<file path="src/rtl/dchs_pkg.sv">
package dchs_pkg;

    localparam int SEC_W   = 32;
    localparam int CNT_W   = 7;
    localparam int ADDR_W  = 20;
    localparam int SPT_W   = 6;
    localparam int HEAD_W  = 8;
    localparam int SHIFT_W = 4;
    localparam int STAT_W  = 2;
    localparam int IDX_W   = 3;
    localparam int DATA_W  = 32;

    localparam int DEF_MAX_COUNT = 64;
    localparam int DEF_MAX_SPT   = 63;

    localparam int QDEPTH = 2;

    // divider: 32-bit dividend, 8-bit divisor, two quotient bits a cycle
    localparam int NUM_W     = SEC_W;
    localparam int DEN_W     = HEAD_W;
    localparam int DIV_RADIX = 2;
    localparam int DIV_STEPS = NUM_W / DIV_RADIX;

    localparam logic [STAT_W-1:0] STATUS_OK       = 2'd0;
    localparam logic [STAT_W-1:0] STATUS_RANGE    = 2'd1;
    localparam logic [STAT_W-1:0] STATUS_NO_DRIVE = 2'd2;

    localparam logic [IDX_W-1:0] REG_SPT    = 3'd0;
    localparam logic [IDX_W-1:0] REG_HEADS  = 3'd1;
    localparam logic [IDX_W-1:0] REG_PSTART = 3'd2;
    localparam logic [IDX_W-1:0] REG_PSIZE  = 3'd3;
    localparam logic [IDX_W-1:0] REG_SHIFT  = 3'd4;

    localparam logic [SPT_W-1:0]   RST_SPT    = 6'd18;
    localparam logic [HEAD_W-1:0]  RST_HEADS  = 8'd2;
    localparam logic [SEC_W-1:0]   RST_PSTART = 32'd0;
    localparam logic [SEC_W-1:0]   RST_PSIZE  = 32'd2880;
    localparam logic [SHIFT_W-1:0] RST_SHIFT  = 4'd9;

    typedef struct packed {
        logic [STAT_W-1:0] status;
        logic [SEC_W-1:0]  abs_sector;
        logic [CNT_W-1:0]  count;
        logic [ADDR_W-1:0] addr;
        logic              wr;
    } cmd_t;

    typedef struct packed {
        logic              done;
        logic [NUM_W-1:0]  quot;
        logic [DEN_W-1:0]  rem;
    } div_res_t;

endpackage

</file>
<file path="src/rtl/dchs_front.sv">
module dchs_front
    import dchs_pkg::*;
#(
    parameter int MAX_COUNT = DEF_MAX_COUNT
) (
    input  logic              s_valid,
    output logic              s_ready,
    input  logic [SEC_W-1:0]  s_start_sector,
    input  logic [CNT_W-1:0]  s_sector_count,
    input  logic [ADDR_W-1:0] s_buffer_address,
    input  logic              s_is_write,
    input  logic [SPT_W-1:0]  spt,
    input  logic [HEAD_W-1:0] heads,
    input  logic [SEC_W-1:0]  part_start,
    input  logic [SEC_W-1:0]  part_size,
    input  logic              q_full,
    output logic              q_push,
    output cmd_t              q_cmd
);

    localparam int CNT_MAXV = (1 << CNT_W) - 1;
    localparam int CNT_LIM  = (MAX_COUNT > CNT_MAXV) ? CNT_MAXV : MAX_COUNT;
    localparam logic [CNT_W-1:0] CNT_CAP = CNT_LIM[CNT_W-1:0];

    logic [CNT_W-1:0] count_sat;
    logic [SEC_W:0]   end_sector;
    logic             no_drive;
    logic             out_of_range;

    assign count_sat    = (s_sector_count > CNT_CAP) ? CNT_CAP : s_sector_count;
    assign end_sector   = {1'b0, s_start_sector} + {{(SEC_W+1-CNT_W){1'b0}}, count_sat};
    assign no_drive     = (heads == '0) || (spt == '0);
    assign out_of_range = (part_size == '0) || (end_sector > {1'b0, part_size});

    assign s_ready = !q_full;

    always_comb begin
        q_cmd.abs_sector = s_start_sector + part_start;
        q_cmd.count      = count_sat;
        q_cmd.addr       = s_buffer_address;
        q_cmd.wr         = s_is_write;
        if (no_drive) begin
            q_cmd.status = STATUS_NO_DRIVE;
        end else if (out_of_range) begin
            q_cmd.status = STATUS_RANGE;
        end else begin
            q_cmd.status = STATUS_OK;
        end
    end

    // a valid request of zero sectors leaves nothing to do
    assign q_push = s_valid && !q_full &&
                    !((q_cmd.status == STATUS_OK) && (count_sat == '0));

endmodule

</file>
<file path="src/rtl/dchs_queue.sv">
module dchs_queue
    import dchs_pkg::*;
(
    input  logic aclk,
    input  logic aresetn,
    input  logic push,
    input  cmd_t push_cmd,
    input  logic pop,
    output cmd_t pop_cmd,
    output logic empty,
    output logic full
);

    localparam int PTR_W = (QDEPTH > 1) ? $clog2(QDEPTH) : 1;
    localparam int FILL_W = $clog2(QDEPTH + 1);
    localparam logic [FILL_W-1:0] FILL_MAX = QDEPTH[FILL_W-1:0];
    localparam logic [PTR_W-1:0]  PTR_LAST = PTR_W'(QDEPTH - 1);

    cmd_t              mem_reg [QDEPTH];
    logic [PTR_W-1:0]  wr_ptr_reg;
    logic [PTR_W-1:0]  rd_ptr_reg;
    logic [FILL_W-1:0] fill_reg;
    logic              do_push;
    logic              do_pop;

    assign empty   = (fill_reg == '0);
    assign full    = (fill_reg == FILL_MAX);
    assign do_push = push && !full;
    assign do_pop  = pop && !empty;
    assign pop_cmd = mem_reg[rd_ptr_reg];

    always_ff @(posedge aclk) begin
        if (do_push) begin
            mem_reg[wr_ptr_reg] <= push_cmd;
        end
    end

    always_ff @(posedge aclk) begin
        if (!aresetn) begin
            wr_ptr_reg <= '0;
            rd_ptr_reg <= '0;
            fill_reg   <= '0;
        end else begin
            if (do_push) begin
                wr_ptr_reg <= (wr_ptr_reg == PTR_LAST) ? '0 : wr_ptr_reg + 1'b1;
            end
            if (do_pop) begin
                rd_ptr_reg <= (rd_ptr_reg == PTR_LAST) ? '0 : rd_ptr_reg + 1'b1;
            end
            if (do_push && !do_pop) begin
                fill_reg <= fill_reg + 1'b1;
            end else if (do_pop && !do_push) begin
                fill_reg <= fill_reg - 1'b1;
            end
        end
    end

`ifndef ASSERT_OFF
    a_no_pop_empty: assert property (@(posedge aclk) disable iff (!aresetn)
        empty |-> !do_pop)
        else $error("queue popped while empty");
`endif

endmodule

</file>
<file path="src/rtl/dchs_div.sv">
module dchs_div
    import dchs_pkg::*;
(
    input  logic             aclk,
    input  logic             aresetn,
    input  logic             start,
    input  logic [NUM_W-1:0] dividend,
    input  logic [DEN_W-1:0] divisor,
    output div_res_t         res
);

    localparam int STEP_W = $clog2(DIV_STEPS);
    localparam logic [STEP_W-1:0] STEP_LAST = STEP_W'(DIV_STEPS - 1);

    logic [NUM_W-1:0]  quo_reg;
    logic [DEN_W-1:0]  rem_reg;
    logic [DEN_W-1:0]  den_reg;
    logic [STEP_W-1:0] step_reg;
    logic              run_reg;
    logic              done_reg;
    logic [NUM_W-1:0]  quo_next;
    logic [DEN_W-1:0]  rem_next;

    always_comb begin
        logic [DEN_W:0]   trial;
        logic [NUM_W-1:0] q;
        logic [DEN_W-1:0] r;
        q = quo_reg;
        r = rem_reg;
        for (int i = 0; i < DIV_RADIX; i++) begin
            trial = {r, q[NUM_W-1]};
            q = {q[NUM_W-2:0], 1'b0};
            if (trial >= {1'b0, den_reg}) begin
                trial = trial - {1'b0, den_reg};
                q[0]  = 1'b1;
            end
            r = trial[DEN_W-1:0];
        end
        quo_next = q;
        rem_next = r;
    end

    always_ff @(posedge aclk) begin
        if (!aresetn) begin
            run_reg  <= 1'b0;
            done_reg <= 1'b0;
            step_reg <= '0;
        end else begin
            done_reg <= 1'b0;
            if (start) begin
                quo_reg  <= dividend;
                rem_reg  <= '0;
                den_reg  <= divisor;
                step_reg <= '0;
                run_reg  <= 1'b1;
            end else if (run_reg) begin
                quo_reg  <= quo_next;
                rem_reg  <= rem_next;
                step_reg <= step_reg + 1'b1;
                if (step_reg == STEP_LAST) begin
                    run_reg  <= 1'b0;
                    done_reg <= 1'b1;
                end
            end
        end
    end

    assign res.done = done_reg;
    assign res.quot = quo_reg;
    assign res.rem  = rem_reg;

`ifndef ASSERT_OFF
    a_start_idle: assert property (@(posedge aclk) disable iff (!aresetn)
        start |-> !run_reg)
        else $error("divider restarted mid-run");

    a_rem_below_den: assert property (@(posedge aclk) disable iff (!aresetn)
        done_reg |-> (rem_reg < den_reg))
        else $error("divider remainder not below divisor");
`endif

endmodule

</file>
<file path="src/rtl/dchs_back.sv">
module dchs_back
    import dchs_pkg::*;
#(
    parameter int MAX_SPT = DEF_MAX_SPT
) (
    input  logic               aclk,
    input  logic               aresetn,
    input  logic [SPT_W-1:0]   spt,
    input  logic [HEAD_W-1:0]  heads,
    input  logic [SHIFT_W-1:0] shift,
    input  logic               q_empty,
    input  cmd_t               q_cmd,
    output logic               q_pop,
    output logic               div_start,
    output logic [NUM_W-1:0]   div_dividend,
    output logic [DEN_W-1:0]   div_divisor,
    input  div_res_t           div_res,
    output logic               m_valid,
    input  logic               m_ready,
    output logic [STAT_W-1:0]  m_status,
    output logic [SEC_W-1:0]   m_cylinder,
    output logic [HEAD_W-1:0]  m_head,
    output logic [SPT_W-1:0]   m_sector,
    output logic [CNT_W-1:0]   m_chunk_sectors,
    output logic [ADDR_W-1:0]  m_chunk_address,
    output logic               m_dma_wrap,
    output logic               m_write_out,
    output logic               m_last
);

    localparam int SPT_MAXV = (1 << SPT_W) - 1;
    localparam int SPT_LIM  = (MAX_SPT > SPT_MAXV) ? SPT_MAXV : MAX_SPT;
    localparam logic [SPT_W-1:0] SPT_CAP = SPT_LIM[SPT_W-1:0];
    localparam int BYTES_W = SPT_W + 15;
    localparam int WRAP_W  = BYTES_W + 1;

    typedef enum logic [2:0] {
        ST_IDLE,
        ST_DIV_SPT,
        ST_DIV_HEAD,
        ST_CHUNK,
        ST_EMIT
    } state_t;

    state_t             state_reg,   state_next;
    logic [SEC_W-1:0]   abs_reg,     abs_next;
    logic               carry_reg,   carry_next;
    logic [CNT_W-1:0]   cnt_reg,     cnt_next;
    logic [ADDR_W-1:0]  addr_reg,    addr_next;
    logic               wr_reg,      wr_next;
    logic [SPT_W-1:0]   sec0_reg,    sec0_next;
    logic [HEAD_W-1:0]  head_reg,    head_next;
    logic [SEC_W-1:0]   cyl_reg,     cyl_next;

    logic               m_valid_reg,  m_valid_next;
    logic [STAT_W-1:0]  m_status_reg, m_status_next;
    logic [SEC_W-1:0]   m_cyl_reg,    m_cyl_next;
    logic [HEAD_W-1:0]  m_head_reg,   m_head_next;
    logic [SPT_W-1:0]   m_sec_reg,    m_sec_next;
    logic [CNT_W-1:0]   m_cnt_reg,    m_cnt_next;
    logic [ADDR_W-1:0]  m_addr_reg,   m_addr_next;
    logic               m_wrap_reg,   m_wrap_next;
    logic               m_wr_reg,     m_wr_next;
    logic               m_last_reg,   m_last_next;

    logic [SPT_W-1:0]   spt_eff;
    logic [SPT_W-1:0]   track_left;
    logic [SPT_W-1:0]   take;
    logic [BYTES_W-1:0] bytes;
    logic [WRAP_W-1:0]  wrap_sum;
    logic [HEAD_W:0]    head_inc;

    assign spt_eff    = (spt > SPT_CAP) ? SPT_CAP : spt;
    assign track_left = spt_eff - sec0_reg;
    assign take       = (cnt_reg < {1'b0, track_left}) ? cnt_reg[SPT_W-1:0] : track_left;
    assign bytes      = {{(BYTES_W-SPT_W){1'b0}}, take} << shift;
    assign wrap_sum   = {{(WRAP_W-16){1'b0}}, addr_reg[15:0]}
                      + {1'b0, bytes} - {{(WRAP_W-1){1'b0}}, 1'b1};
    assign head_inc   = {1'b0, head_reg} + 1'b1;

    always_comb begin
        state_next    = state_reg;
        abs_next      = abs_reg;
        carry_next    = carry_reg;
        cnt_next      = cnt_reg;
        addr_next     = addr_reg;
        wr_next       = wr_reg;
        sec0_next     = sec0_reg;
        head_next     = head_reg;
        cyl_next      = cyl_reg;
        m_valid_next  = m_valid_reg;
        m_status_next = m_status_reg;
        m_cyl_next    = m_cyl_reg;
        m_head_next   = m_head_reg;
        m_sec_next    = m_sec_reg;
        m_cnt_next    = m_cnt_reg;
        m_addr_next   = m_addr_reg;
        m_wrap_next   = m_wrap_reg;
        m_wr_next     = m_wr_reg;
        m_last_next   = m_last_reg;
        q_pop         = 1'b0;
        div_start     = 1'b0;
        div_dividend  = abs_reg;
        div_divisor   = {{(DEN_W-SPT_W){1'b0}}, spt_eff};

        case (state_reg)
            ST_IDLE: begin
                if (!q_empty) begin
                    q_pop   = 1'b1;
                    wr_next = q_cmd.wr;
                    if (q_cmd.status != STATUS_OK) begin
                        m_valid_next  = 1'b1;
                        m_status_next = q_cmd.status;
                        m_cyl_next    = '0;
                        m_head_next   = '0;
                        m_sec_next    = '0;
                        m_cnt_next    = '0;
                        m_addr_next   = '0;
                        m_wrap_next   = 1'b0;
                        m_wr_next     = q_cmd.wr;
                        m_last_next   = 1'b1;
                        state_next    = ST_EMIT;
                    end else begin
                        abs_next     = q_cmd.abs_sector;
                        cnt_next     = q_cmd.count;
                        addr_next    = q_cmd.addr;
                        div_start    = 1'b1;
                        div_dividend = q_cmd.abs_sector;
                        state_next   = ST_DIV_SPT;
                    end
                end
            end
            ST_DIV_SPT: begin
                if (div_res.done) begin
                    sec0_next    = div_res.rem[SPT_W-1:0];
                    div_start    = 1'b1;
                    div_dividend = div_res.quot;
                    div_divisor  = heads;
                    state_next   = ST_DIV_HEAD;
                end
            end
            ST_DIV_HEAD: begin
                if (div_res.done) begin
                    head_next  = div_res.rem;
                    cyl_next   = div_res.quot;
                    state_next = ST_CHUNK;
                end
            end
            ST_CHUNK: begin
                m_valid_next  = 1'b1;
                m_status_next = STATUS_OK;
                m_cyl_next    = cyl_reg;
                m_head_next   = head_reg;
                m_sec_next    = sec0_reg + 1'b1;
                m_cnt_next    = {1'b0, take};
                m_addr_next   = addr_reg;
                m_wrap_next   = (wrap_sum[WRAP_W-1:16] != '0);
                m_wr_next     = wr_reg;
                m_last_next   = (cnt_reg == {1'b0, take});
                cnt_next      = cnt_reg - {1'b0, take};
                {carry_next, abs_next} = {1'b0, abs_reg} + {{(SEC_W+1-SPT_W){1'b0}}, take};
                addr_next     = addr_reg + bytes[ADDR_W-1:0];
                state_next    = ST_EMIT;
            end
            ST_EMIT: begin
                if (m_ready) begin
                    m_valid_next = 1'b0;
                    if (m_last_reg) begin
                        state_next = ST_IDLE;
                    end else if (carry_reg) begin
                        // sector address wrapped: track position must be recomputed
                        div_start  = 1'b1;
                        state_next = ST_DIV_SPT;
                    end else begin
                        sec0_next = '0;
                        if (head_inc == {1'b0, heads}) begin
                            head_next = '0;
                            cyl_next  = cyl_reg + 1'b1;
                        end else begin
                            head_next = head_inc[HEAD_W-1:0];
                        end
                        state_next = ST_CHUNK;
                    end
                end
            end
            default: begin
                state_next = ST_IDLE;
            end
        endcase
    end

    always_ff @(posedge aclk) begin
        if (!aresetn) begin
            state_reg   <= ST_IDLE;
            m_valid_reg <= 1'b0;
        end else begin
            state_reg   <= state_next;
            m_valid_reg <= m_valid_next;
        end
        abs_reg      <= abs_next;
        carry_reg    <= carry_next;
        cnt_reg      <= cnt_next;
        addr_reg     <= addr_next;
        wr_reg       <= wr_next;
        sec0_reg     <= sec0_next;
        head_reg     <= head_next;
        cyl_reg      <= cyl_next;
        m_status_reg <= m_status_next;
        m_cyl_reg    <= m_cyl_next;
        m_head_reg   <= m_head_next;
        m_sec_reg    <= m_sec_next;
        m_cnt_reg    <= m_cnt_next;
        m_addr_reg   <= m_addr_next;
        m_wrap_reg   <= m_wrap_next;
        m_wr_reg     <= m_wr_next;
        m_last_reg   <= m_last_next;
    end

    assign m_valid         = m_valid_reg;
    assign m_status        = m_status_reg;
    assign m_cylinder      = m_cyl_reg;
    assign m_head          = m_head_reg;
    assign m_sector        = m_sec_reg;
    assign m_chunk_sectors = m_cnt_reg;
    assign m_chunk_address = m_addr_reg;
    assign m_dma_wrap      = m_wrap_reg;
    assign m_write_out     = m_wr_reg;
    assign m_last          = m_last_reg;

`ifndef ASSERT_OFF
    a_err_shape: assert property (@(posedge aclk) disable iff (!aresetn)
        (m_valid_reg && (m_status_reg != STATUS_OK)) |-> (m_last_reg && (m_cnt_reg == '0)))
        else $error("error result not final or carries sectors");

    a_chunk_in_track: assert property (@(posedge aclk) disable iff (!aresetn)
        (m_valid_reg && (m_status_reg == STATUS_OK)) |->
        ((m_sec_reg != '0) && (m_cnt_reg != '0) &&
         ({2'b0, m_sec_reg} + {1'b0, m_cnt_reg} - 8'd1 <= {2'b0, spt_eff})))
        else $error("chunk runs past end of track");

    a_pop_only_idle: assert property (@(posedge aclk) disable iff (!aresetn)
        q_pop |-> (state_reg == ST_IDLE) && !m_valid_reg)
        else $error("request taken while previous one in flight");
`endif

endmodule

</file>
<file path="src/rtl/disk_request_chs_splitter_unit.sv">
// Channel  Direction  Handshake               Payload
// s_       in         s_valid / s_ready       start_sector, sector_count, buffer_address, is_write
// m_       out        m_valid / m_ready       status, cylinder, head, sector, chunk_sectors,
//                                             chunk_address, dma_wrap, write_out, last
// cfg_     in         cfg_valid / cfg_ready   cfg_index, cfg_data
//
// Good request: it leaves the queue, then makes two passes through the shared radix-4 divider
// (16 steps each; sectors per track, then heads); each chunk is built in ST_CHUNK and held
// in ST_EMIT until m_ready takes it, before the next is built; a chunk following a 32-bit
// sector wrap first reruns both divisions. Error results go from ST_IDLE straight to ST_EMIT.
// Requests are checked on entry and held in a two-entry queue; s_ready drops only when full.
// aresetn is synchronous, active low, and restores the register defaults.
module disk_request_chs_splitter_unit
    import dchs_pkg::*;
#(
    parameter int MAX_COUNT = DEF_MAX_COUNT,
    parameter int MAX_SPT   = DEF_MAX_SPT
) (
    input  logic              aclk,
    input  logic              aresetn,
    input  logic              cfg_valid,
    output logic              cfg_ready,
    input  logic [IDX_W-1:0]  cfg_index,
    input  logic [DATA_W-1:0] cfg_data,
    input  logic              s_valid,
    output logic              s_ready,
    input  logic [SEC_W-1:0]  s_start_sector,
    input  logic [CNT_W-1:0]  s_sector_count,
    input  logic [ADDR_W-1:0] s_buffer_address,
    input  logic              s_is_write,
    output logic              m_valid,
    input  logic              m_ready,
    output logic [STAT_W-1:0] m_status,
    output logic [SEC_W-1:0]  m_cylinder,
    output logic [HEAD_W-1:0] m_head,
    output logic [SPT_W-1:0]  m_sector,
    output logic [CNT_W-1:0]  m_chunk_sectors,
    output logic [ADDR_W-1:0] m_chunk_address,
    output logic              m_dma_wrap,
    output logic              m_write_out,
    output logic              m_last
);

    logic [SPT_W-1:0]   spt_reg;
    logic [HEAD_W-1:0]  heads_reg;
    logic [SEC_W-1:0]   pstart_reg;
    logic [SEC_W-1:0]   psize_reg;
    logic [SHIFT_W-1:0] shift_reg;

    logic     q_push;
    logic     q_pop;
    logic     q_empty;
    logic     q_full;
    cmd_t     push_cmd;
    cmd_t     pop_cmd;

    logic             div_start;
    logic [NUM_W-1:0] div_dividend;
    logic [DEN_W-1:0] div_divisor;
    div_res_t         div_res;

    assign cfg_ready = 1'b1;

    always_ff @(posedge aclk) begin
        if (!aresetn) begin
            spt_reg    <= RST_SPT;
            heads_reg  <= RST_HEADS;
            pstart_reg <= RST_PSTART;
            psize_reg  <= RST_PSIZE;
            shift_reg  <= RST_SHIFT;
        end else if (cfg_valid) begin
            case (cfg_index)
                REG_SPT:    spt_reg    <= cfg_data[SPT_W-1:0];
                REG_HEADS:  heads_reg  <= cfg_data[HEAD_W-1:0];
                REG_PSTART: pstart_reg <= cfg_data[SEC_W-1:0];
                REG_PSIZE:  psize_reg  <= cfg_data[SEC_W-1:0];
                REG_SHIFT:  shift_reg  <= cfg_data[SHIFT_W-1:0];
                default: begin
                end
            endcase
        end
    end

    dchs_front #(
        .MAX_COUNT(MAX_COUNT)
    ) u_front (
        .s_valid         (s_valid),
        .s_ready         (s_ready),
        .s_start_sector  (s_start_sector),
        .s_sector_count  (s_sector_count),
        .s_buffer_address(s_buffer_address),
        .s_is_write      (s_is_write),
        .spt             (spt_reg),
        .heads           (heads_reg),
        .part_start      (pstart_reg),
        .part_size       (psize_reg),
        .q_full          (q_full),
        .q_push          (q_push),
        .q_cmd           (push_cmd)
    );

    dchs_queue u_queue (
        .aclk    (aclk),
        .aresetn (aresetn),
        .push    (q_push),
        .push_cmd(push_cmd),
        .pop     (q_pop),
        .pop_cmd (pop_cmd),
        .empty   (q_empty),
        .full    (q_full)
    );

    dchs_div u_div (
        .aclk    (aclk),
        .aresetn (aresetn),
        .start   (div_start),
        .dividend(div_dividend),
        .divisor (div_divisor),
        .res     (div_res)
    );

    dchs_back #(
        .MAX_SPT(MAX_SPT)
    ) u_back (
        .aclk           (aclk),
        .aresetn        (aresetn),
        .spt            (spt_reg),
        .heads          (heads_reg),
        .shift          (shift_reg),
        .q_empty        (q_empty),
        .q_cmd          (pop_cmd),
        .q_pop          (q_pop),
        .div_start      (div_start),
        .div_dividend   (div_dividend),
        .div_divisor    (div_divisor),
        .div_res        (div_res),
        .m_valid        (m_valid),
        .m_ready        (m_ready),
        .m_status       (m_status),
        .m_cylinder     (m_cylinder),
        .m_head         (m_head),
        .m_sector       (m_sector),
        .m_chunk_sectors(m_chunk_sectors),
        .m_chunk_address(m_chunk_address),
        .m_dma_wrap     (m_dma_wrap),
        .m_write_out    (m_write_out),
        .m_last         (m_last)
    );

endmodule
</file>
<file path="config.mk">
export PLATFORM = sky130hd
export DESIGN_NAME = disk_request_chs_splitter_unit
export DESIGN_NICKNAME = d
export VERILOG_FILES = /design/src/rtl/dchs_pkg.sv /design/src/rtl/dchs_front.sv /design/src/rtl/dchs_queue.sv /design/src/rtl/dchs_div.sv /design/src/rtl/dchs_back.sv /design/src/rtl/disk_request_chs_splitter_unit.sv
export SDC_FILE = /design/constraint.sdc
export NUM_CORES = 1
export LEC_CHECK = 0
export ABC_AREA = 0
export BUFFER_PORTS_ARGS = -buffer_cell sky130_fd_sc_hd__clkbuf_2
export CORE_MARGIN = 8
export CORE_UTILIZATION = 45
export DETAILED_ROUTE_END_ITERATION = 10
export GPL_TIMING_DRIVEN = 0
export HOLD_SLACK_MARGIN = 0.06
export SYNTH_ARGS = -nofsm -noshare
export SYNTH_HDL_FRONTEND = slang
export SYNTH_SLANG_ARGS = --single-unit
</file>
<file path="constraint.sdc">
create_clock -name aclk -period 8.3 [get_ports aclk]
set_input_delay 0 -clock aclk [delete_from_list [all_inputs] [get_ports aclk]]
set_output_delay 0 -clock aclk [all_outputs]
set_load 0.03 [all_outputs]
</file>
* Yosys cells after proc, flatten, opt, wreduce, memory -nomap -nowiden
Memories as Yosys holds them, arrays and structs flattened. A register that Yosys moved wholly into a read port is not among the register bits.
Index checks and enable logic that the tools add are counted.
** Operators by class
- Shift operators :: 1
- Eq/ne operators :: 22
- Bitwise gates (word level) :: 3
- Muxes and demuxes :: 100
- Magnitude comparators :: 6
- $add $sub $neg :: 18
- Reduce and logical (&&, ||, !) cells :: 49
** Operator list (count)
- 32-bit 2-to-1 mux :: 12
- 32-bit one-hot mux with 2 select lines :: 4
- 20-bit 2-to-1 mux :: 4
- 8-bit 2-to-1 mux :: 10
- 20-bit one-hot mux with 2 select lines :: 2
- 6-bit 2-to-1 mux :: 10
- 7-bit 2-to-1 mux :: 5
- 32-bit by 6-bit adder with 33-bit output :: 1
- 32-bit by 7-bit adder with 33-bit output :: 1
- 33-bit by 32-bit > comparator with 1-bit output :: 1
- 32-bit by 1-bit adder with 32-bit output (second input constant) :: 1
- 32-bit adder :: 1
- 32-bit logical NOT :: 1
- 8-bit one-hot mux with 2 select lines :: 2
- 1-bit 2-to-1 mux :: 28
- 7-bit one-hot mux with 2 select lines :: 2
- 6-bit one-hot mux with 2 select lines :: 2
- 16-bit by 21-bit adder with 22-bit output :: 1
- 22-bit by 1-bit subtractor with 22-bit output (second input constant) :: 1
- 6-bit by 4-bit << shifter with 21-bit output :: 1
- 20-bit adder :: 1
- 9-bit by 8-bit greater-or-equal comparator with 1-bit output :: 2
- 3-bit 2-to-1 mux :: 6
- 2-bit AND reduction :: 9
- other kinds (45) :: 91
** Word-level totals
- Memories :: 1
- Output and inout port bits :: 81
- Input port bits :: 100
- Bits in writable memories :: 124
- Register bits after elaboration :: 329
** Memory list
- u_queue.mem_reg :: words 2, bits a word 62, read ports 1, clocked after memory_dff 1, wr ports 1, RTL line dchs_queue.sv:19 : cmd_t mem_reg [QDEPTH];

* Logic depth before layout (Yosys ltp)
Gate-level depths: netlist (run 1).
- Word-level depth :: 16
- Depth in mapped cells :: 30

* Hierarchy
Synthesis (run 1) repeated with hierarchy kept, for this count alone.
** Second synthesis, totals
- Cell total of the unflattened synthesis :: 2667
- Area total of the unflattened synthesis :: 27330.0 sq um
** Modules (own cells, without submodules)
- dchs_back :: times used 1, cells each 1309, area each 12451.9 sq um
- dchs_queue :: times used 1, cells each 218, area each 4705.8 sq um
- dchs_front :: times used 1, cells each 563, area each 3853.7 sq um
- disk_request_chs_splitter_unit :: times used 1, cells each 319, area each 3173.0 sq um
- dchs_div :: times used 1, cells each 258, area each 3145.5 sq um

* Worst setup path after synthesis (run 1)
OpenSTA, ideal clock, no wires.
- Kind :: register -> register
- From :: register u_back.state_reg[0]
- To :: register u_back.m_addr_reg[0], in the netlist u_back.m_chunk_address[0], enable pin
- Required time :: 7.676 ns
- Slack :: 1.428 ns
- Clock period less this slack :: 6.872 ns
- Buffers on the path :: 1
- Data arrival time :: 6.248 ns
- Cell stages (with the launch flop) :: 5
- Library setup time :: 0.624 ns
- Cell sequence :: dfxtp_1 -> buf_2 -> nor2_1 -> nand2_1 -> o21ai_0
** Between the ends
- Longest elaborated chain between the ends :: 3
- Elaborated cells between the ends (all ways) :: 6
- Those cells by class :: eq/ne: 3; reduce/logical: 3
** RTL lines
- start: declaration :: RTL line dchs_back.sv:45 : state_t state_reg, state_next;
- start signal: assignment :: RTL line dchs_back.sv:197 : state_reg <= state_next;
- 3-bit logical NOT or 3-bit by 2-bit == test with 1-bit output (tied branches) :: RTL line dchs_back.sv:106 : case (state_reg)
- 2-bit inequality test (no line) (tied with other cells)
- 3-bit AND reduction (no line) *
- end signal: assignment :: RTL line dchs_back.sv:213 : m_addr_reg <= m_addr_next;
- end: declaration :: RTL line dchs_back.sv:61 : logic [ADDR_W-1:0] m_addr_reg, m_addr_next;
Every way passes the cells marked *; elsewhere a longest branch is shown, timed or not.
A chain may end at the register's enable or synchronous reset.

* Final worst setup path (run 1)
- From :: register u_back.sec0_reg[0]
- To :: register u_back.m_wrap_reg, in the netlist u_back.m_dma_wrap (data pin)
** Between the ends
- Longest elaborated chain between the ends :: 8
** RTL lines
- start: declaration :: RTL line dchs_back.sv:51 : logic [SPT_W-1:0] sec0_reg, sec0_next;
- start signal: assignment :: RTL line dchs_back.sv:205 : sec0_reg <= sec0_next;
- 6-bit subtractor * :: RTL line dchs_back.sv:74 : assign track_left = spt_eff - sec0_reg;
- 7-bit by 6-bit < comparator with 1-bit output :: RTL line dchs_back.sv:75 : assign take = (cnt_reg < {1'b0, track_left}) ? cnt_reg[SPT_W-1:0] : track_left;
- 6-bit 2-to-1 mux * :: RTL line dchs_back.sv:75
- 6-bit by 4-bit << shifter with 21-bit output * :: RTL line dchs_back.sv:76 : assign bytes = {{(BYTES_W-SPT_W){1'b0}}, take} << shift;
- 16-bit by 21-bit adder with 22-bit output * :: RTL line dchs_back.sv:78 : + {1'b0, bytes} - {{(WRAP_W-1){1'b0}}, 1'b1};
- 22-bit by 1-bit subtractor with 22-bit output * :: RTL line dchs_back.sv:78
- 6-bit nonzero test * :: RTL line dchs_back.sv:157 : m_wrap_next = (wrap_sum[WRAP_W-1:16] != '0);
- 1-bit one-hot mux with 2 select lines * :: RTL line dchs_back.sv:106
- end signal: assignment :: RTL line dchs_back.sv:214 : m_wrap_reg <= m_wrap_next;
- end: declaration :: RTL line dchs_back.sv:62 : logic m_wrap_reg, m_wrap_next;
Marked as above.

==> results of run 1 <==
[what timing repair did]
action / in CTS / in global routing
hold buffers: 92 / 0
endpoints found under the hold margin: 185 / 0
buffers inserted: 0 / 0
[path summary, 6_finish.rpt]
kind | start | slack, ps | to | cells after the start
hold reg to reg | pstart_reg[18] | 470 | pstart_reg[18] | 2
setup reg to reg | u_back.sec0_reg[0] | 970 | u_back.m_dma_wrap | 27
setup / recovery | u_back.sec0_reg[0] | 970 | u_back.m_dma_wrap | 27
hold / removal | s_start_sector[17] | 80 | u_queue.mem_reg[0][45] | 3
[Yosys cell counts, drive strengths merged (30+ instances only)]
master | instances | share of area (%)
xor2 | 63 | 2.1
and3 | 40 | 1.0
a21o | 48 | 1.4
nand4 | 30 | 0.72
edfxtp | 356 | 41
a21boi | 79 | 2.3
mux2i | 75 | 2.9
dfxtp | 97 | 7.4
ha | 173 | 8.3
nand3 | 61 | 1.2
o21ai | 189 | 3.7
and2 | 67 | 1.6
clkbuf | 81 | 1.2
xnor2 | 81 | 2.7
inv | 169 | 2.4
nand2 | 366 | 5.3
nor2 | 131 | 1.9
nor2b | 32 | 0.77
a21oi | 91 | 1.8
nor3 | 32 | 0.65
[kinds of logic after synthesis]
kind of cell	Yosys count	synth area share, %
AOI/OAI and AO/OA	574	14.42
xor gates and xnor gates	145	4.923
adders and majority gates	181	8.914
buffers and inverters	268	4.006
DFF	453	48.44
muxes	93	3.713
other	2	0.02880
and+or+nand+nor	844	15.56
[worst max-delay path: stages (launching register included)]
cell and delay, ps:
edfxtp_1 600, ha_1 320, fa_1 400, inv_1 70, a21o_1 110, a21oi_1 70, xor2_1 330, ha_1 320
a21o_1 160, a211o_1 360, nor2_4 240, mux2i_1 910, mux2i_1 220, a21oi_1 320, nand2b_1 160, nand3_1 140
ha_1 240, inv_1 60, ha_1 240, a21o_1 230, a21o_1 190, a21oi_1 150, o211ai_1 90, a31oi_1 290
o21ai_0 160, o211ai_1 130, mux2i_1 250, a41oi_1 230
[metal layers]
metal,wire (µm),global-route usage (%),up-vias,part of all wire [%]
met1,32920,29.08,9707,44
met4,2167,6.269,0,2.9
met5,0,0,-,0
met3,4674,3.585,131,6.3
li1,-,-,9860,-
met2,34850,36.83,650,47
[cell usage in the layout, fill, tap and decap left out, types with 15 or more instances in the layout]
master	synthesis	layout
nand2_1	365	365
edfxtp_1	356	356
clkbuf_2	0	177
ha_1	173	173
o21ai_0	168	167
inv_1	165	165
nor2_1	129	126
dfxtp_1	97	97
clkbuf_1	81	93
dlygate4sd3_1	0	92
a21oi_1	89	89
xnor2_1	81	81
a21boi_0	77	77
mux2i_1	75	75
and2_1	66	65
xor2_1	63	63
nand3_1	60	60
clkbuf_16	0	54
a21o_1	46	46
and3_1	38	38
nor2b_1	32	31
nand4_1	30	30
nor3_1	30	29
a211oi_1	26	26
o21a_1	19	19
nor4_1	17	17
o21ai_1	17	17
o211ai_1	17	17
nand2b_1	16	16
mux2_2	15	15
[final cells by class]
class / count / area, µm² / area share, %
diodes: 1 / 2.502 / 0.008141
well taps: 765 / 957.2 / 3.114
flip-flops and latches: 453 / 12630 / 41.09
multi-input cells: 1839 / 12450 / 40.50
repair buffers: 275 / 1926 / 6.264
clock buffers: 67 / 1410 / 4.587
inverters: 169 / 634.4 / 2.064
clock inverters: 30 / 317.8 / 1.034
plain buffers: 99 / 410.4 / 1.335
[stage by stage]
step           util, %  setup slack, ps  power [mW]
6_report         53.48            973.1       8.688
5_1_grt          53.48            600.8       9.147
4_1_cts          53.48             1093       8.731
3_5_place_dp     48.87             1149       6.345
3_3_place_gp     48.58            -1496       6.294
2_1_floorplan        -             1428       5.412
[power by group through the flow]
stage               combinational (mW)  clock (mW)  sequential, mW
floorplan                         1.70           0            3.71
global placement                  2.80           0            3.50
detailed placement                2.93           0            3.41
CTS                               2.98        2.38            3.37
global route                      3.28        2.45            3.41
finish                            2.99        2.33            3.37
==> flow_metrics.env, run 1 <==
export IMPL_seqPwrFrac_pct=38.8
export IMPL_end_kind="register"
export IMPL_power_density_nw_per_um2=282.6
export IMPL_grt_ovfl_total=0
export IMPL_clock_latency_ps=610
export IMPL_cp_required_ps=8580
export IMPL_dp_hpwl_um=57510
export IMPL_synth_seq_cells=453
export IMPL_core_area_um2=57480
export IMPL_wl_per_cell_um=20.18
export IMPL_crit_fanout=7
export IMPL_viasPerCell=5.502
export IMPL_fin_area_um2=30740
export IMPL_crit_path_start_kind="register"
export IMPL_fmax_ghz=0.1365
export IMPL_power_frac_comb_pct=34.4
export IMPL_ys_seq_area_share_pct=48.44
export IMPL_route_detailed_drc=0
export IMPL_dr_first_iter_drc_count=1318
export IMPL_worstHoldPathType="input port to register"
export IMPL_cts_sinks=453
export IMPL_cts_resized_gates=0
export IMPL_synthArstFlopShare_pct=0
export IMPL_fin_tns_setup_ps=0
export IMPL_finalNetCount=3170
export IMPL_synth_flop_cell="edfxtp_1"
export IMPL_holdWs_ps=76.25
export IMPL_timing_max_cap_violations=0
export IMPL_worstSetupPathType="register to register"
export IMPL_grt_usage_pct=21.95
export IMPL_chipHeight_um=256.7
export IMPL_dp_cells=3508
export IMPL_port_buffers=177
export IMPL_fp_dieW_um=256.7
export IMPL_placed_area_um2=28090
export IMPL_totalWireLength_um=74610
export IMPL_synthToLayoutAreaGrowth_pct=17.87
export IMPL_yosys_warnings=0
export IMPL_grt_pass1_wl_um=114900
export IMPL_syn_nets=2841
export IMPL_worst_pin_slew_ps=1068
export IMPL_skew_ps=33.84
export IMPL_grt_pass1_vias=20232
export IMPL_critical_path_arrival_ps=7600
export IMPL_instances_no_fill=3698
export IMPL_firstDrtPassIters=7
export IMPL_peakVddDrop_v=0.0001836
export IMPL_vias=20348
export IMPL_clkTransAtPathRegs_ps=60
export IMPL_cts_path_max_buffers=3
export IMPL_h_tree_depth=2
export IMPL_netlist_instances=2560
export IMPL_nFillCells=5195
export IMPL_rsz0062_at_grt="false"
export IMPL_internal_power_mw=5.538
export IMPL_root_buffer="clkbuf_16"
export IMPL_status="finished, final reports clean"
export IMPL_cts_buffers=52
export IMPL_clkPwrFrac_pct=26.8
export IMPL_drive_gt1_share_pct=11.53
export IMPL_pin_count=181
export IMPL_relSlewSlack_pct=26.76
export IMPL_p_switching_mw=3.151
export IMPL_gp_congestion=0.9005
export IMPL_syn_avg_cell_area_um2=10.19
export IMPL_finalCritPeriodShare_pct=88.28
export IMPL_finalCriticalPeriod_ps=7327
export IMPL_hold_viol=0
export IMPL_largest_reg_flops=124
export IMPL_synth_cell_area_um2=26080
export IMPL_start_util_pct=45.37
export IMPL_synth_edf_count=356
export IMPL_drv_slew=0
export IMPL_cts_tree="built"
export IMPL_ant_nets=0
export IMPL_setup_viol=0
export IMPL_grt_max_degree=33
export IMPL_antenna_found_initial=1
export IMPL_rows=88
export IMPL_sw_frac_of_total_pct=36.26
export IMPL_synth_cell_type_count=96
export IMPL_die_area_um2=65910
export IMPL_p_leak_nw=12.27
No activity file was read; power rests on OpenSTA's default activity.
==> inputs of run 2 (changes only) <==
--- a/config.mk
+++ b/config.mk
@@ -7,11 +7,14 @@
 export LEC_CHECK = 0
 export ABC_AREA = 0
 export BUFFER_PORTS_ARGS = -buffer_cell sky130_fd_sc_hd__clkbuf_2
+export CELL_PAD_IN_SITES_DETAIL_PLACEMENT = 1
+export CELL_PAD_IN_SITES_GLOBAL_PLACEMENT = 1
+export CORE_ASPECT_RATIO = 1.1
 export CORE_MARGIN = 8
 export CORE_UTILIZATION = 45
 export DETAILED_ROUTE_END_ITERATION = 10
-export GPL_TIMING_DRIVEN = 0
 export HOLD_SLACK_MARGIN = 0.06
+export PLACE_DENSITY_LB_ADDON = 0.1
 export SYNTH_ARGS = -nofsm -noshare
 export SYNTH_HDL_FRONTEND = slang
 export SYNTH_SLANG_ARGS = --single-unit
==> flow_metrics.env, run 2 (synthesis results as in run 1) <==
export IMPL_status="finished, final reports clean"
export IMPL_worstHoldPathType="input port to register"
export IMPL_dp_hpwl_um=59200
export IMPL_cts_path_max_buffers=3
export IMPL_wl_per_cell_um=22.04
export IMPL_layout_common_cells="365 x nand2_1, 356 x edfxtp_1, 178 x clkbuf_2"
export IMPL_cts_resized_gates=0
export IMPL_power_density_nw_per_um2=282.6
export IMPL_cp_common_cell="mux2i_1"
export IMPL_chipHeight_um=268.5
export IMPL_root_buffer="clkbuf_16"
export IMPL_r2r_cells=28
export IMPL_worst_pin_slew_ps=1197
export IMPL_hold_viol=0
export IMPL_skew_ps=15.81
export IMPL_holdPathStages=3
export IMPL_gp_congestion=0.9271
export IMPL_fmax_ghz=0.1504
export IMPL_critical_path_arrival_ps=6940
export IMPL_peakVddDrop_v=0.0001443
export IMPL_finalCritPeriodShare_pct=80.13
export IMPL_p_leak_nw=12.11
export IMPL_vias=20022
export IMPL_totalWireLength_um=79110
export IMPL_core_area_um2=57330
export IMPL_holdWs_ps=85.11
export IMPL_finalNetCount=3079
export IMPL_antenna_cells=0
export IMPL_crit_fanout=7
export IMPL_finalCriticalPeriod_ps=6651
export IMPL_crit_path_start_kind="register"
export IMPL_grt_usage_pct=23.58
export IMPL_grt_pass1_vias=21271
export IMPL_viasPerCell=5.579
export IMPL_cts_buffers=50
export IMPL_final_common_cell="nand2_1"
export IMPL_rows=92
export IMPL_grt_pass1_wl_um=122300
export IMPL_clkTransAtPathRegs_ps=60
export IMPL_cts_tree="built"
export IMPL_timing_max_cap_violations=0
export IMPL_antenna_found_initial=0
export IMPL_rsz0062_at_grt="false"
export IMPL_dr_first_iter_drc_count=1076
export IMPL_clock_latency_ps=600
export IMPL_worstSetupPathType="register to register"
export IMPL_setup_viol=0
export IMPL_synthToLayoutAreaGrowth_pct=15.75
export IMPL_route_detailed_drc=0
export IMPL_port_buffers=178
export IMPL_end_kind="register"
export IMPL_critPathSlowestCell="edfxtp_1"
export IMPL_die_area_um2=65920
export IMPL_cts_sinks=453
export IMPL_firstDrtPassIters=5
export IMPL_h_tree_depth=2
export IMPL_grt_ovfl_total=0
export IMPL_fp_dieW_um=245.5
export IMPL_start_util_pct=45.49
export IMPL_crit_path_max_incr_delay_ps=470
export IMPL_fin_tns_setup_ps=0
export IMPL_grt_max_degree=71
export IMPL_cp_required_ps=8590
export IMPL_drv_slew=0
export IMPL_cts_setup_buffers=0
export IMPL_ant_nets=0
export IMPL_ctsHoldBuffers=87
export IMPL_largest_reg_flops=124
export IMPL_drive_gt1_share_pct=12.27
export IMPL_pin_count=181
export IMPL_relSlewSlack_pct=20.00
run 2: cell count changes in the layout (fill, tap and decap cells not counted), sizes merged:
cell	change
bufinv	-3
buf	-4
dlygate4sd3	-5
diode	-1
clkbuf	-77
clkinv	-5
clkinvlp	-1
run 2: final timing paths:
kind,start,endpoint,slack (ps)
max,u_back.sec0_reg[0],u_back.m_dma_wrap,1650
min,s_start_sector[24],u_queue.mem_reg[0][52],90
max reg2reg,u_back.sec0_reg[0],u_back.m_dma_wrap,1650
min reg2reg,pstart_reg[25],pstart_reg[25],470
run 2: report_power, final:
group	leakage, nW	switching (mW)	total (mW)	internal [mW]
combinational	7.18	1.97	2.93	0.960
sequential	4.13	0.255	3.39	3.14
clock	0.797	0.925	2.21	1.29
run 2: final cells by class:
cell class                      instances  area (µm²)
Timing Repair Buffer                  285        1912
Clock inverter                         21       188.9
Multi-Input combinational cell       1839       12450
Sequential cell                       453       12640
Inverter                              169       635.6
Tap cell                              752       940.9
Fill cell                            6382       27140
Clock buffer                           70        1421
run 2: metrics by stage:
step	total power, mW	instances	worst slack [ps]	area [µm²]	utilization, %
final	8.532	3589	1649	30190	52.66
after global routing	8.976	3589	1211	30190	52.66
after CTS	8.603	3589	1710	30190	52.66
after detailed placement	6.330	3411	1728	27700	48.33
after global placement	6.228	3411	1959	27700	48.33
after floorplan	5.412	2560	1428	26080	-
run 2: per-layer routing:
| metal | up-vias | track usage, % | wire, µm | share of wire [%] |
|---|---|---|---|---|
| li1 | 9619 | - | - | - |
| met1 | 9891 | 29.04 | 33780 | 43 |
| met2 | 382 | 42.42 | 39850 | 50 |
| met3 | 130 | 3.031 | 3021 | 3.8 |
| met4 | 0 | 7.767 | 2450 | 3.1 |
| met5 | - | 0 | 0 | 0 |
run 2: worst max-delay path, delay by kind of cell (launching register included):
kind	cells	cell delay, ps
buffers and inverters	3	220
AO/OA/AOI/OAI	10	1790
flip-flops	1	470
adder cells (fa/ha/maj)	5	1540
multiplexers	5	1410
AND/OR/NAND/NOR	4	640
XOR/XNOR	1	270
